<file path="src/rtl/core/rtpd_pkg.sv">
`timescale 1ns / 1ps
// Shared types and constants for the redundant text payload deframer.
// No dependencies; imported by every module of the block.
package rtpd_pkg;

    // Default number of redundancy headers held per packet (legal 1 to 15).
    localparam int RTPD_MAX_BLOCKS = 8;

    localparam int OFFSET_W = 14;
    localparam int LENGTH_W = 10;
    localparam int PT_W     = 7;

    // One input beat: a payload byte plus the packet header values.
    typedef struct packed {
        logic [7:0]  data_byte;
        logic        last_byte;
        logic        is_redundant_format;
        logic [31:0] pkt_timestamp;
        logic [15:0] pkt_seq;
        logic        pkt_mark;
    } t_in_beat;

    // One output beat: a recovered byte with its block attributes.
    typedef struct packed {
        logic [7:0]  out_byte;
        logic [31:0] out_timestamp;
        logic [15:0] out_seq;
        logic        out_mark;
        logic        block_end;
        logic        from_redundant;
        logic        empty_block;
        logic        error;
    } t_out_beat;

    // Parser result handed to the output register.
    typedef struct packed {
        logic      emit;
        t_out_beat beat;
    } t_result;

endpackage

</file>
<file path="src/rtl/core/red_text_payload_deframer_unit.sv">
`timescale 1ns / 1ps
// Top level of the redundant text payload deframer.
// Depends on rtpd_pkg, rtpd_in_reg, rtpd_parser and rtpd_out_reg.
//
//  channel   direction  handshake                 beat
//  -------   ---------  ------------------------  ---------------------------
//  in        sink       i_in_valid / o_in_stall   t_in_beat  (one payload byte)
//  out       source     o_out_valid / i_out_stall t_out_beat (zero or one/byte)
//  cfg       sink       i_cfg_we                  i_cfg_wdata (codec_enabled)
//
// One byte is taken per clock while the output is not stalled. An accepted byte is
// held in the input register while the parser works on it; its result (if any)
// then loads the output register, which drives o_out_valid, once that register has room.
// Reset (synchronous, active low) leaves the block idle with the codec off.
// A stall on the output holds the output beat; the input register then holds
// one more beat and the input stalls until the output drains.
module red_text_payload_deframer_unit
    import rtpd_pkg::*;
#(
    parameter int MAX_BLOCKS = RTPD_MAX_BLOCKS
) (
    input  logic      i_clk,
    input  logic      i_rst_n,
    input  logic      i_in_valid,
    output logic      o_in_stall,
    input  t_in_beat  i_in_data,
    output logic      o_out_valid,
    input  logic      i_out_stall,
    output t_out_beat o_out_data,
    input  logic      i_cfg_we,
    input  logic      i_cfg_wdata
);

    logic     w_item_valid;
    t_in_beat w_item;
    logic     w_room;
    logic     w_step;
    t_result  w_result;

    // Advance a held beat whenever the output register can take its result.
    assign w_step = w_item_valid && w_room;

    rtpd_in_reg u_in_reg (
        .i_clk   (i_clk),
        .i_rst_n (i_rst_n),
        .i_valid (i_in_valid),
        .o_stall (o_in_stall),
        .i_data  (i_in_data),
        .i_take  (w_step),
        .o_valid (w_item_valid),
        .o_data  (w_item)
    );

    rtpd_parser #(
        .MAX_BLOCKS (MAX_BLOCKS)
    ) u_parser (
        .i_clk       (i_clk),
        .i_rst_n     (i_rst_n),
        .i_cfg_we    (i_cfg_we),
        .i_cfg_wdata (i_cfg_wdata),
        .i_step      (w_step),
        .i_item      (w_item),
        .o_result    (w_result)
    );

    rtpd_out_reg u_out_reg (
        .i_clk    (i_clk),
        .i_rst_n  (i_rst_n),
        .i_result (w_result),
        .i_step   (w_step),
        .o_room   (w_room),
        .o_valid  (o_out_valid),
        .i_stall  (i_out_stall),
        .o_data   (o_out_data)
    );

endmodule

</file>
<file path="src/rtl/core/rtpd_in_reg.sv">
`timescale 1ns / 1ps
// Input register of the deframer: holds one accepted beat until the parser takes it.
// Depends on rtpd_pkg.
module rtpd_in_reg
    import rtpd_pkg::*;
(
    input  logic     i_clk,
    input  logic     i_rst_n,
    input  logic     i_valid,
    output logic     o_stall,
    input  t_in_beat i_data,
    input  logic     i_take,
    output logic     o_valid,
    output t_in_beat o_data
);

    logic     r_valid;
    t_in_beat r_data;

    assign o_stall = r_valid && !i_take;
    assign o_valid = r_valid;
    assign o_data  = r_data;

    always_ff @(posedge i_clk) begin
        if (!i_rst_n) begin
            r_valid <= 1'b0;
        end else if (i_valid && !o_stall) begin
            r_valid <= 1'b1;
        end else if (i_take) begin
            r_valid <= 1'b0;
        end
    end

    always_ff @(posedge i_clk) begin
        if (i_valid && !o_stall) begin
            r_data <= i_data;
        end
    end

endmodule

</file>
<file path="src/rtl/core/rtpd_parser.sv">
`timescale 1ns / 1ps
// Parse state, header tables and per-byte result logic of the deframer.
// Depends on rtpd_pkg.
module rtpd_parser
    import rtpd_pkg::*;
#(
    parameter int MAX_BLOCKS = RTPD_MAX_BLOCKS
) (
    input  logic     i_clk,
    input  logic     i_rst_n,
    input  logic     i_cfg_we,
    input  logic     i_cfg_wdata,
    input  logic     i_step,
    input  t_in_beat i_item,
    output t_result  o_result
);

    localparam int CNT_W = $clog2(MAX_BLOCKS + 1);
    localparam int IDX_W = (MAX_BLOCKS > 1) ? $clog2(MAX_BLOCKS) : 1;

    typedef enum logic [2:0] {
        PH_IDLE,
        PH_PLAIN,
        PH_HDR,
        PH_RED,
        PH_PRIM,
        PH_DISCARD
    } t_phase;

    logic                r_enabled;
    t_phase              r_phase,     n_phase;
    logic [1:0]          r_hdr_idx,   n_hdr_idx;
    logic [7:0]          r_held,      n_held;
    logic [CNT_W-1:0]    r_hdr_cnt,   n_hdr_cnt;
    logic [IDX_W-1:0]    r_blk,       n_blk;
    logic [LENGTH_W-1:0] r_left,      n_left;

    logic [OFFSET_W-1:0] r_off [MAX_BLOCKS];
    logic [LENGTH_W-1:0] r_len [MAX_BLOCKS];
    logic [MAX_BLOCKS-1:0] r_nz;

    logic                off_we, len_we;
    logic [LENGTH_W-1:0] len_wdata;

    logic [1:0]       c_hdr_idx;
    logic [CNT_W-1:0] c_hdr_cnt;
    t_phase           c_phase;

    logic [CNT_W-1:0] seek_start;
    logic             seek_hit;
    logic [IDX_W-1:0] seek_idx;

    logic [LENGTH_W-1:0] left_dec;
    logic                blk_done;
    t_in_beat            it;
    t_result             res;

    assign it = i_item;

    // First non-empty block at or after seek_start among the headers seen.
    always_comb begin
        seek_hit = 1'b0;
        seek_idx = '0;
        for (int j = MAX_BLOCKS - 1; j >= 0; j--) begin
            if (r_nz[j] && (CNT_W'(j) >= seek_start) && (CNT_W'(j) < c_hdr_cnt)) begin
                seek_hit = 1'b1;
                seek_idx = IDX_W'(j);
            end
        end
    end

    assign left_dec  = r_left - 1'b1;
    assign blk_done  = (left_dec == '0);
    assign len_wdata = {r_held[1:0], it.data_byte};

    always_comb begin
        // A redundant packet starts with fresh header counters.
        c_phase    = r_phase;
        c_hdr_idx  = r_hdr_idx;
        c_hdr_cnt  = r_hdr_cnt;
        if (r_phase == PH_IDLE && it.is_redundant_format) begin
            c_phase   = PH_HDR;
            c_hdr_idx = '0;
            c_hdr_cnt = '0;
        end

        n_phase    = c_phase;
        n_hdr_idx  = c_hdr_idx;
        n_held     = r_held;
        n_hdr_cnt  = c_hdr_cnt;
        n_blk      = r_blk;
        n_left     = r_left;
        off_we     = 1'b0;
        len_we     = 1'b0;
        seek_start = (c_phase == PH_RED) ? CNT_W'(r_blk) + 1'b1 : '0;

        res                     = '0;
        res.beat.out_byte       = it.data_byte;
        res.beat.out_timestamp  = it.pkt_timestamp;
        res.beat.out_seq        = it.pkt_seq;
        res.beat.out_mark       = it.pkt_mark;

        unique case (c_phase)
            PH_IDLE, PH_PLAIN, PH_PRIM: begin
                res.emit           = 1'b1;
                res.beat.block_end = it.last_byte;
                n_phase            = it.last_byte ? PH_IDLE : c_phase;
                if (c_phase == PH_IDLE && !it.last_byte) begin
                    n_phase = PH_PLAIN;
                end
            end
            PH_HDR: begin
                unique case (c_hdr_idx)
                    2'd0: begin
                        if (!it.data_byte[PT_W]) begin
                            // Primary header: jump to the first non-empty block.
                            if (seek_hit) begin
                                n_phase = PH_RED;
                                n_blk   = seek_idx;
                                n_left  = r_len[seek_idx];
                            end else begin
                                n_phase = PH_PRIM;
                                n_blk   = '0;
                                n_left  = '0;
                            end
                        end else if (c_hdr_cnt >= CNT_W'(MAX_BLOCKS)) begin
                            n_phase = PH_DISCARD;
                        end else begin
                            n_hdr_idx = 2'd1;
                        end
                    end
                    2'd1: begin
                        n_held    = it.data_byte;
                        n_hdr_idx = 2'd2;
                    end
                    2'd2: begin
                        off_we    = 1'b1;
                        n_held    = {6'd0, it.data_byte[1:0]};
                        n_hdr_idx = 2'd3;
                    end
                    default: begin
                        len_we    = 1'b1;
                        n_hdr_cnt = c_hdr_cnt + 1'b1;
                        n_hdr_idx = 2'd0;
                    end
                endcase
                if (it.last_byte) begin
                    n_phase            = PH_IDLE;
                    res.emit           = 1'b1;
                    res.beat.out_byte  = '0;
                    res.beat.block_end = 1'b1;
                    if (c_hdr_idx == 2'd0 && !it.data_byte[PT_W]) begin
                        // Header block ended right at the primary header.
                        res.beat.error       = seek_hit;
                        res.beat.empty_block = !seek_hit;
                    end else begin
                        res.beat.error = 1'b1;
                    end
                end
            end
            PH_RED: begin
                res.emit                = 1'b1;
                res.beat.from_redundant = 1'b1;
                res.beat.out_timestamp  = it.pkt_timestamp - 32'(r_off[r_blk]);
                res.beat.out_seq        = it.pkt_seq - 16'(r_hdr_cnt) + 16'(r_blk);
                res.beat.block_end      = blk_done;
                n_left                  = left_dec;
                if (blk_done) begin
                    if (seek_hit) begin
                        n_blk  = seek_idx;
                        n_left = r_len[seek_idx];
                    end else begin
                        n_phase = PH_PRIM;
                        n_blk   = '0;
                        n_left  = '0;
                    end
                    res.beat.error = seek_hit && it.last_byte;
                end else begin
                    res.beat.error = it.last_byte;
                end
                if (it.last_byte) begin
                    n_phase            = PH_IDLE;
                    res.beat.block_end = 1'b1;
                end
            end
            default: begin
                // Drop the rest of an overflowed packet; flag at its end.
                if (it.last_byte) begin
                    n_phase            = PH_IDLE;
                    res.emit           = 1'b1;
                    res.beat.out_byte  = '0;
                    res.beat.block_end = 1'b1;
                    res.beat.error     = 1'b1;
                end
            end
        endcase

        if (!r_enabled) begin
            res.emit = 1'b0;
        end
    end

    assign o_result = res;

    always_ff @(posedge i_clk) begin
        if (!i_rst_n) begin
            r_enabled <= 1'b0;
            r_phase   <= PH_IDLE;
            r_hdr_idx <= '0;
            r_held    <= '0;
            r_hdr_cnt <= '0;
            r_blk     <= '0;
            r_left    <= '0;
        end else begin
            if (i_cfg_we) begin
                r_enabled <= i_cfg_wdata;
            end
            if (i_step && r_enabled) begin
                r_phase   <= n_phase;
                r_hdr_idx <= n_hdr_idx;
                r_held    <= n_held;
                r_hdr_cnt <= n_hdr_cnt;
                r_blk     <= n_blk;
                r_left    <= n_left;
            end
        end
    end

    // Header tables: written at the current header count, no reset.
    always_ff @(posedge i_clk) begin
        if (i_step && r_enabled && off_we) begin
            r_off[r_hdr_cnt[IDX_W-1:0]] <= {r_held, it.data_byte[7:2]};
        end
        if (i_step && r_enabled && len_we) begin
            r_len[r_hdr_cnt[IDX_W-1:0]] <= len_wdata;
            r_nz[r_hdr_cnt[IDX_W-1:0]]  <= (len_wdata != '0);
        end
    end

endmodule

</file>
<file path="src/rtl/core/rtpd_out_reg.sv">
`timescale 1ns / 1ps
// Output register of the deframer: holds one result beat until it is taken.
// Depends on rtpd_pkg.
module rtpd_out_reg
    import rtpd_pkg::*;
(
    input  logic      i_clk,
    input  logic      i_rst_n,
    input  t_result   i_result,
    input  logic      i_step,
    output logic      o_room,
    output logic      o_valid,
    input  logic      i_stall,
    output t_out_beat o_data
);

    logic      r_valid;
    t_out_beat r_data;

    assign o_room  = !r_valid || !i_stall;
    assign o_valid = r_valid;
    assign o_data  = r_data;

    always_ff @(posedge i_clk) begin
        if (!i_rst_n) begin
            r_valid <= 1'b0;
        end else if (o_room) begin
            r_valid <= i_step && i_result.emit;
        end
    end

    always_ff @(posedge i_clk) begin
        if (o_room && i_step && i_result.emit) begin
            r_data <= i_result.beat;
        end
    end

endmodule

</file>
<file path="config.mk">
export PLATFORM = sky130hd
export DESIGN_NAME = red_text_payload_deframer_unit
export DESIGN_NICKNAME = d
export VERILOG_FILES = /design/src/rtl/core/rtpd_pkg.sv /design/src/rtl/core/red_text_payload_deframer_unit.sv /design/src/rtl/core/rtpd_in_reg.sv /design/src/rtl/core/rtpd_parser.sv /design/src/rtl/core/rtpd_out_reg.sv
export SDC_FILE = /design/constraint.sdc
export NUM_CORES = 1
export LEC_CHECK = 0
export ABC_AREA = 1
export BUFFER_PORTS_ARGS = -buffer_cell sky130_fd_sc_hd__buf_2
export CORE_MARGIN = 2
export CORE_UTILIZATION = 43
export DETAILED_ROUTE_END_ITERATION = 12
export PLACE_DENSITY_LB_ADDON = 0.12
export RECOVER_POWER = 100
export SLEW_MARGIN = 0
export SYNTH_ARGS = -nofsm -noshare
export SYNTH_HDL_FRONTEND = slang
export SYNTH_HIERARCHICAL = 1
export SYNTH_SLANG_ARGS = --single-unit
</file>
<file path="constraint.sdc">
create_clock -name i_clk -period 5.9 [get_ports i_clk]
set_clock_uncertainty 0.05 [all_clocks]
set_input_delay 0.295 -clock i_clk [delete_from_list [all_inputs] [get_ports i_clk]]
set_output_delay 0.295 -clock i_clk [all_outputs]
set_load 0.02 [all_outputs]
</file>
# After elaboration in Yosys (flattened, before gate mapping)
# Memory sizes are Yosys's and may differ from the RTL's. A register that Yosys moved wholly into a read port is not among the register bits.
# Cells that the tools add are included.
# op_classes
reduce_logical	53
n_lt_le_gt_ge	19
eq_ne	9
mux	76
addsub	6
# ops
op	count
3-bit two-way mux	25
48-bit two-way mux	1
10-bit two-way mux	4
32-bit by 14-bit subtractor with 32-bit output	1
1-bit logical AND	30
1-bit two-way mux	27
10-bit one-hot mux with 2 select lines	1
16-bit by 3-bit adder with 16-bit output	1
3-bit by 4-bit >= comparator with 1-bit output, first input constant	4
3-bit by 4-bit < comparator with 1-bit output, first input constant	4
4-bit two-way mux	4
8-bit one-hot mux with 2 select lines	1
16-bit by 4-bit subtractor with 16-bit output	1
10-bit logical NOT	1
10-bit nonzero test	1
10-bit by 1-bit subtractor with 10-bit output, second input constant	1
9-bit two-way mux	1
3-bit one-hot mux with 3 select lines	1
8-bit bitwise mux	1
1-bit by 4-bit >= comparator with 1-bit output, first input constant	2
2-bit by 4-bit >= comparator with 1-bit output, first input constant	2
1-bit by 4-bit < comparator with 1-bit output, first input constant	2
2-bit by 4-bit < comparator with 1-bit output, first input constant	2
2-bit two-way mux	4
other kinds (28)	41
# totals
in_bits	65
ram_bits	192
memories	2
regBits	161
out_inout_bits	63
wordCells	189
# mem_list
name	words	width	rd	rd_clocked_by_memory_dff	write_ports	line_no	text
u_parser.r_off	8	14	1	1	1	rtpd_parser.sv:38	logic [OFFSET_W-1:0] r_off [MAX_BLOCKS];
u_parser.r_len	8	10	1	0	1	rtpd_parser.sv:39	logic [LENGTH_W-1:0] r_len [MAX_BLOCKS];

# Logic depth before layout (Yosys ltp)
# depth
ltp_word	22
mapped_depth	24

# By module
# Netlist, hierarchy kept.
# by_module_without_submodules
module	seq_area_each_um2	area_per_inst_um2	instances	cells_each
rtpd_parser	6686.4	12171.7	1	1299
rtpd_out_reg	1851.8	1879.3	1	67
rtpd_in_reg	1791.7	1821.7	1	67
red_text_payload_deframer_unit	0.0	7.5	1	2

# Least setup slack after synthesis
# OpenSTA, ideal clock, no wires.
# synth_path
kind	reg2reg
from	register u_parser.r_phase[2]
to	register u_out_reg.r_data (netlist bit u_out_reg/o_data[0]) (enable)
arrival_time_ns	4.040
slack_ns	1.310
path_stages_with_launch	9
n_path_buf	0
cell_sequence	dfxtp_1 > nor2_2 > nand2_2 > inv_2 > o22ai_1 > o21ai_0 > inv_1 > nand2_1 > a21oi_1
# synth_lines
element	line_no	text
start: declaration	rtpd_parser.sv:31	t_phase r_phase, n_phase;
start signal: assignment	rtpd_parser.sv:219	r_phase <= n_phase;
end signal: assignment	rtpd_out_reg.sv:34	r_data <= i_result.beat;
end: declaration	rtpd_out_reg.sv:18	t_out_beat r_data;

# Worst setup path in the final report
# layout_path
from	register u_parser.r_phase[1]
to	register u_parser.r_left[4]
# layout_via
elab_chain_len	21
# layout_rtl
element	line_no	text
3-bit logical NOT	rtpd_parser.sv:81	if (r_phase == PH_IDLE && it.is_redundant_format) begin
1-bit logical AND	rtpd_parser.sv:81	
3-bit two-way mux	rtpd_parser.sv:81	
3-bit by 2-bit == test with 1-bit output	rtpd_parser.sv:95, rtpd_parser.sv:103	
4-bit two-way mux	rtpd_parser.sv:95	seek_start = (c_phase == PH_RED) ? CNT_W'(r_blk) + 1'b1 : '0;
3-bit by 4-bit >= comparator with 1-bit output	rtpd_parser.sv:65	if (r_nz[j] && (CNT_W'(j) >= seek_start) && (CNT_W'(j) < c_hdr_cnt)) begin
1-bit logical AND (2 in a row)	rtpd_parser.sv:65	
3-bit two-way mux (8 in a row)	rtpd_parser.sv:65	
memory 8 x 10 bit	--	
10-bit two-way mux	rtpd_parser.sv:117, rtpd_parser.sv:169	
10-bit two-way mux	rtpd_parser.sv:115	if (!it.data_byte[PT_W]) begin
10-bit two-way mux	rtpd_parser.sv:113	unique case (c_hdr_idx)
10-bit one-hot mux with 2 select lines	rtpd_parser.sv:103	unique case (c_phase)
end signal: assignment	rtpd_parser.sv:224	r_left <= n_left;
end: declaration	rtpd_parser.sv:36	logic [LENGTH_W-1:0] r_left, n_left;
# Several ways; a longest one is shown, not always the timed one. The select of a mux whose other input is x is not followed.
# A chain may end at the register's enable or synchronous reset.

==> metrics.txt <==
# TYPE chip_impl_metric gauge
chip_impl_metric{name="design.final.nets",unit=""} 1750
chip_impl_metric{name="detailedRoute.firstPassIterationCount",unit=""} 5
chip_impl_metric{name="cts.reportedPaths.clkPinSlew",unit="ns"} 0.06
chip_impl_metric{name="hold_viol_final",unit=""} 0
chip_impl_metric{name="synth.lib_cells_used.distinct",unit=""} 51
chip_impl_metric{name="ctsHtreeMaxLevel",unit=""} 2
chip_impl_metric{name="drcViolationCount",unit=""} 0
chip_impl_metric{name="gp_routability_congestion",unit=""} 0.870
chip_impl_metric{name="p_leak",unit="nW"} 7.05
chip_impl_info{name="layout.cells.most_common",value="edfxtp_1"} 1
chip_impl_metric{name="grt_pass1_vias",unit=""} 11000
chip_impl_info{name="endpoint",value="u_parser/r_left[4]"} 1
chip_impl_info{name="leading_cell_types_in_the_layout_fill_and_taps_excluded",value="320 x edfxtp_1, 218 x nand2_1, 145 x nor2_1, 137 x o21ai_0, 135 x inv_1"} 1
chip_impl_info{name="path_common_cell",value="nor2_1"} 1
chip_impl_metric{name="total_nets_after_synthesis",unit=""} 1544
chip_impl_metric{name="worst-path-buf-inv",unit=""} 3
chip_impl_metric{name="fmaxAchievable",unit="GHz"} 0.208
chip_impl_metric{name="n_antenna_cell",unit=""} 0
chip_impl_metric{name="share_clk_of_total_power",unit="%"} 43.5
chip_impl_metric{name="cp.arrival",unit="ns"} 5.21
chip_impl_info{name="unrepaired_setup_endpoints_after_global_routing",value="false"} 1
chip_impl_metric{name="timing.critical_path.required",unit="ns"} 6.31
chip_impl_info{name="hold_path_class",value="primary input to flip-flop"} 1
chip_impl_metric{name="worst_slew_pin_slew",unit="ns"} 3.75
chip_impl_info{name="top_usage_layer",value="met2"} 1
chip_impl_info{name="cp_top_family",value="simple AND/OR/NAND/NOR gates"} 1
chip_impl_metric{name="synthesis.area",unit="mm^2"} 0.0159
chip_impl_info{name="crit_path_end_kind",value="flip-flop"} 1
chip_impl_metric{name="grt_antenna_before_repair",unit=""} 0
chip_impl_info{name="synth.area.top_cells",value="edfxtp_1 61%, nand2_1 5.1%, dfxtp_1 4.5%"} 1
chip_impl_metric{name="io_buffer_count",unit=""} 127
chip_impl_metric{name="seq_pwr_share",unit="%"} 50.9
chip_impl_metric{name="coreArea",unit="mm^2"} 0.0365
chip_impl_metric{name="number_of_gates_given_a_new_drive_strength_after_cts",unit=""} 0
chip_impl_metric{name="number_of_enable_type_register_cells_in_the_synthesized_netlist",unit=""} 320
chip_impl_metric{name="synth_async_sr_flop_share",unit="%"} 0
chip_impl_info{name="ys.flop_type",value="edfxtp_1"} 1
chip_impl_metric{name="synthesis.instances",unit=""} 1435
chip_impl_info{name="failed_checks",value="capacitance limit, slew limit"} 1
chip_impl_metric{name="critical-path-max-stage-delay",unit="ns"} 1.11
chip_impl_info{name="synth.largest_area_cell",value="edfxtp_1"} 1
chip_impl_metric{name="initialDrtViolationCount",unit=""} 742
chip_impl_metric{name="max_ir_drop_vdd",unit="mV"} 0.228
chip_impl_metric{name="global_route.overflow_total",unit=""} 0
chip_impl_metric{name="power.density",unit="mW/mm^2"} 296
chip_impl_metric{name="cts.sinks",unit=""} 356
chip_impl_metric{name="row_count",unit=""} 70
chip_impl_metric{name="timing.final.crit_period",unit="ns"} 4.80
chip_impl_info{name="clock_tree_from_tritoncts",value="done"} 1
chip_impl_metric{name="yosys_warnings",unit=""} 6
chip_impl_metric{name="max_buffers_root_to_sink",unit=""} 3
chip_impl_metric{name="yosysSeqAreaShare",unit="%"} 65.0
chip_impl_metric{name="critPathMaxFanout",unit=""} 29
chip_impl_metric{name="drv_slew",unit=""} 260
chip_impl_metric{name="relative_slew_slack",unit="%"} -150
chip_impl_metric{name="groute.layer.met1.usage",unit="%"} 25.2
chip_impl_metric{name="setup.reg_to_reg.worst_slack",unit="ns"} 1.10
chip_impl_metric{name="grt_first_pass_wirelength",unit="mm"} 59.4
chip_impl_metric{name="drt-vias-per-instance",unit=""} 5.17
chip_impl_metric{name="power.net_switching",unit="W"} 0.00120
chip_impl_metric{name="antenna_left",unit=""} 0
chip_impl_info{name="timing.critical_path.from_type",value="flip-flop"} 1
chip_impl_metric{name="synth_largest_type_area_fraction",unit="%"} 60.5
chip_impl_metric{name="timing.setup.tns",unit="ns"} 0
chip_impl_metric{name="number_of_cts_inserted_buffers",unit=""} 40
chip_impl_info{name="criticalPathCategory",value="flip-flop to flip-flop"} 1
chip_impl_metric{name="area.growth.synth_to_final",unit="%"} 18.3
chip_impl_info{name="timing.critical_path.from",value="u_parser/r_phase[1]"} 1
chip_impl_info{name="critical_path.cell_chain",value="nand2_1 -> nor2_1 -> clkinv_1 -> nor2_1 -> nor2_1 -> nand3_1 -> clkbuf_1 -> nand2_1 -> nor2_1 -> o21ai_2 -> clkinv_1 -> nand3_1 -> nand3_1 -> nand2_1 -> a21oi_1"} 1
chip_impl_metric{name="gr-usage-met2",unit="%"} 35.0
chip_impl_metric{name="grt_use_met3",unit="%"} 2.99
chip_impl_metric{name="detailroute.via_count",unit=""} 11100
chip_impl_metric{name="path_depth",unit=""} 15
chip_impl_metric{name="power.share.combinational",unit="%"} 5.6
chip_impl_metric{name="synth_area_per_cell",unit="um^2"} 11.1
chip_impl_metric{name="final_hpwl_dp",unit="mm"} 24.8
chip_impl_metric{name="initial_utilization",unit="%"} 43.5
chip_impl_metric{name="detail_route.wirelength",unit="mm"} 38.2
chip_impl_metric{name="cell_internal_pwr",unit="W"} 0.00435
chip_impl_metric{name="top_level_i_o_count",unit=""} 128
chip_impl_metric{name="r2r.worst_path.cells",unit=""} 15
chip_impl_metric{name="switching_share",unit="%"} 21.6
chip_impl_metric{name="globalRouteTotalUtil",unit="%"} 19.9
chip_impl_info{name="timing.rr.start",value="u_parser/r_phase[1]"} 1
chip_impl_info{name="run_status",value="finished, violations left"} 1
chip_impl_metric{name="drive_gt1_share",unit="%"} 8.73
chip_impl_metric{name="chipWidth",unit="um"} 196
chip_impl_metric{name="die_height",unit="um"} 196
chip_impl_metric{name="grt_start_max_net_pins",unit=""} 60
chip_impl_info{name="crit_path_top_delay_cell",value="clkbuf_1"} 1
chip_impl_metric{name="setup-violations-final",unit=""} 0
chip_impl_metric{name="wire_per_inst",unit="um"} 17.8
chip_impl_metric{name="max_cap_viols",unit=""} 10
chip_impl_metric{name="postSynthRegisterBits",unit=""} 356
chip_impl_metric{name="p_total",unit="W"} 0.00556
chip_impl_metric{name="floorplan.die_area",unit="mm^2"} 0.0385
chip_impl_info{name="rr_endpoint",value="u_parser/r_left[4]"} 1
chip_impl_metric{name="final_min_period_over_clock_period",unit="%"} 81.4
chip_impl_info{name="cts_root_buffer",value="clkbuf_16"} 1
chip_impl_metric{name="clock_latency",unit="ns"} 0.54
## final cells by class
cell class	count	area, um^2
clock buffers	54	1090
clock inverters	20	185
fillers	3297	17700
inverters	141	529
multi-input cells	889	4770
flip-flops and latches	356	10300
well taps	468	586
repair buffers	213	1290
## how the worst min path moves through the flow
stage / from / end / slack [ns] / depth (start not counted)
after detailed placement: u_in_reg/o_data[0] / u_out_reg/o_data[4] / 0.36 / 0
after global routing: i_in_valid / u_in_reg/o_valid / 0.05 / 3
after global placement: u_in_reg/o_data[0] / u_out_reg/o_data[4] / 0.35 / 0
after CTS: i_in_valid / u_in_reg/o_valid / 0.01 / 3
final: i_in_valid / u_in_reg/o_valid / 0.03 / 3
after floorplan: i_cfg_we / u_parser/r_enabled / 0.34 / 1
## power groups by stage
stage	Sequential [W]	Combinational, W	Clock [W]
2_1_floorplan	0.00288	0.000182	0
3_3_place_gp	0.00288	0.000282	0
3_5_place_dp	0.00288	0.000285	0
4_1_cts	0.00282	0.000319	0.00248
5_1_grt	0.00283	0.000351	0.00258
6_report	0.00283	0.000310	0.00242
## metrics by stage
step	util, %	cell area [um^2]	setup slack [ns]	cells	hold WS (ns)
CTS	52.0	19000	1.75	2141	0.0123
detailed placement	46.8	17100	1.76	2005	0.363
global route	51.4	18800	0.697	2141	0.0476
floorplan	-	15900	1.31	1435	0.339
global placement	46.8	17100	1.81	2005	0.351
finish	51.4	18800	1.10	2141	0.0333
## kinds of logic (layout without fill, tap and decap cells)
kind of cell | after synthesis | in the layout | synth area share [%]
buffers and inverters | 190 | 428 | 4.85
DFF | 356 | 356 | 65.0
AOI/OAI and AO/OA | 265 | 265 | 9.42
xor gates and xnor gates | 43 | 43 | 2.37
adders and majority gates | 44 | 44 | 3.66
and+or+nand+nor | 537 | 537 | 14.7
## per-layer routing
layer / vias up / routed length, um
met5: - / 0
met4: 0 / 1020
met3: 64 / 1540
met2: 247 / 18700
met1: 5285 / 16900
li1: 5468 / -
## what timing repair did
item / in CTS / in global routing
buffers inserted: 0 / 0
hold endpoints to repair: 61 / 0
setup endpoints to repair: 0 / 0
hold buffers: 62 / 0
## sequential cells by signal, indices dropped and copies added, names as in the netlist, named ones only
| signal | cells |
|---|---|
| u_in_reg/o_data | 59 |
| u_in_reg/o_valid | 1 |
| u_out_reg/o_data | 61 |
| u_out_reg/o_valid | 1 |
| u_parser/r_blk | 3 |
| u_parser/r_enabled | 1 |
| u_parser/r_hdr_cnt | 4 |
| u_parser/r_hdr_idx | 2 |
| u_parser/r_held | 8 |
| u_parser/r_left | 10 |
| u_parser/r_len | 80 |
| u_parser/r_nz | 8 |
| u_parser/r_off | 112 |
| u_parser/r_phase | 3 |
## cell usage after synthesis (all sizes together) (19+ instances only)
| cell | n |
|---|---|
| edfxtp | 320 |
| nor2 | 147 |
| xnor2 | 19 |
| nand2 | 224 |
| nand3 | 122 |
| dfxtp | 36 |
| o21ai | 143 |
| xor2 | 24 |
| inv | 140 |
| a21oi | 66 |
| ha | 40 |
| clkbuf | 34 |
## worst min-delay path: cells and delay by family
family | cells | cell delay, ns
compound gates | 1 | 0.08
buf+inv | 2 | 0.19
No activity file was read; power rests on OpenSTA's default activity.
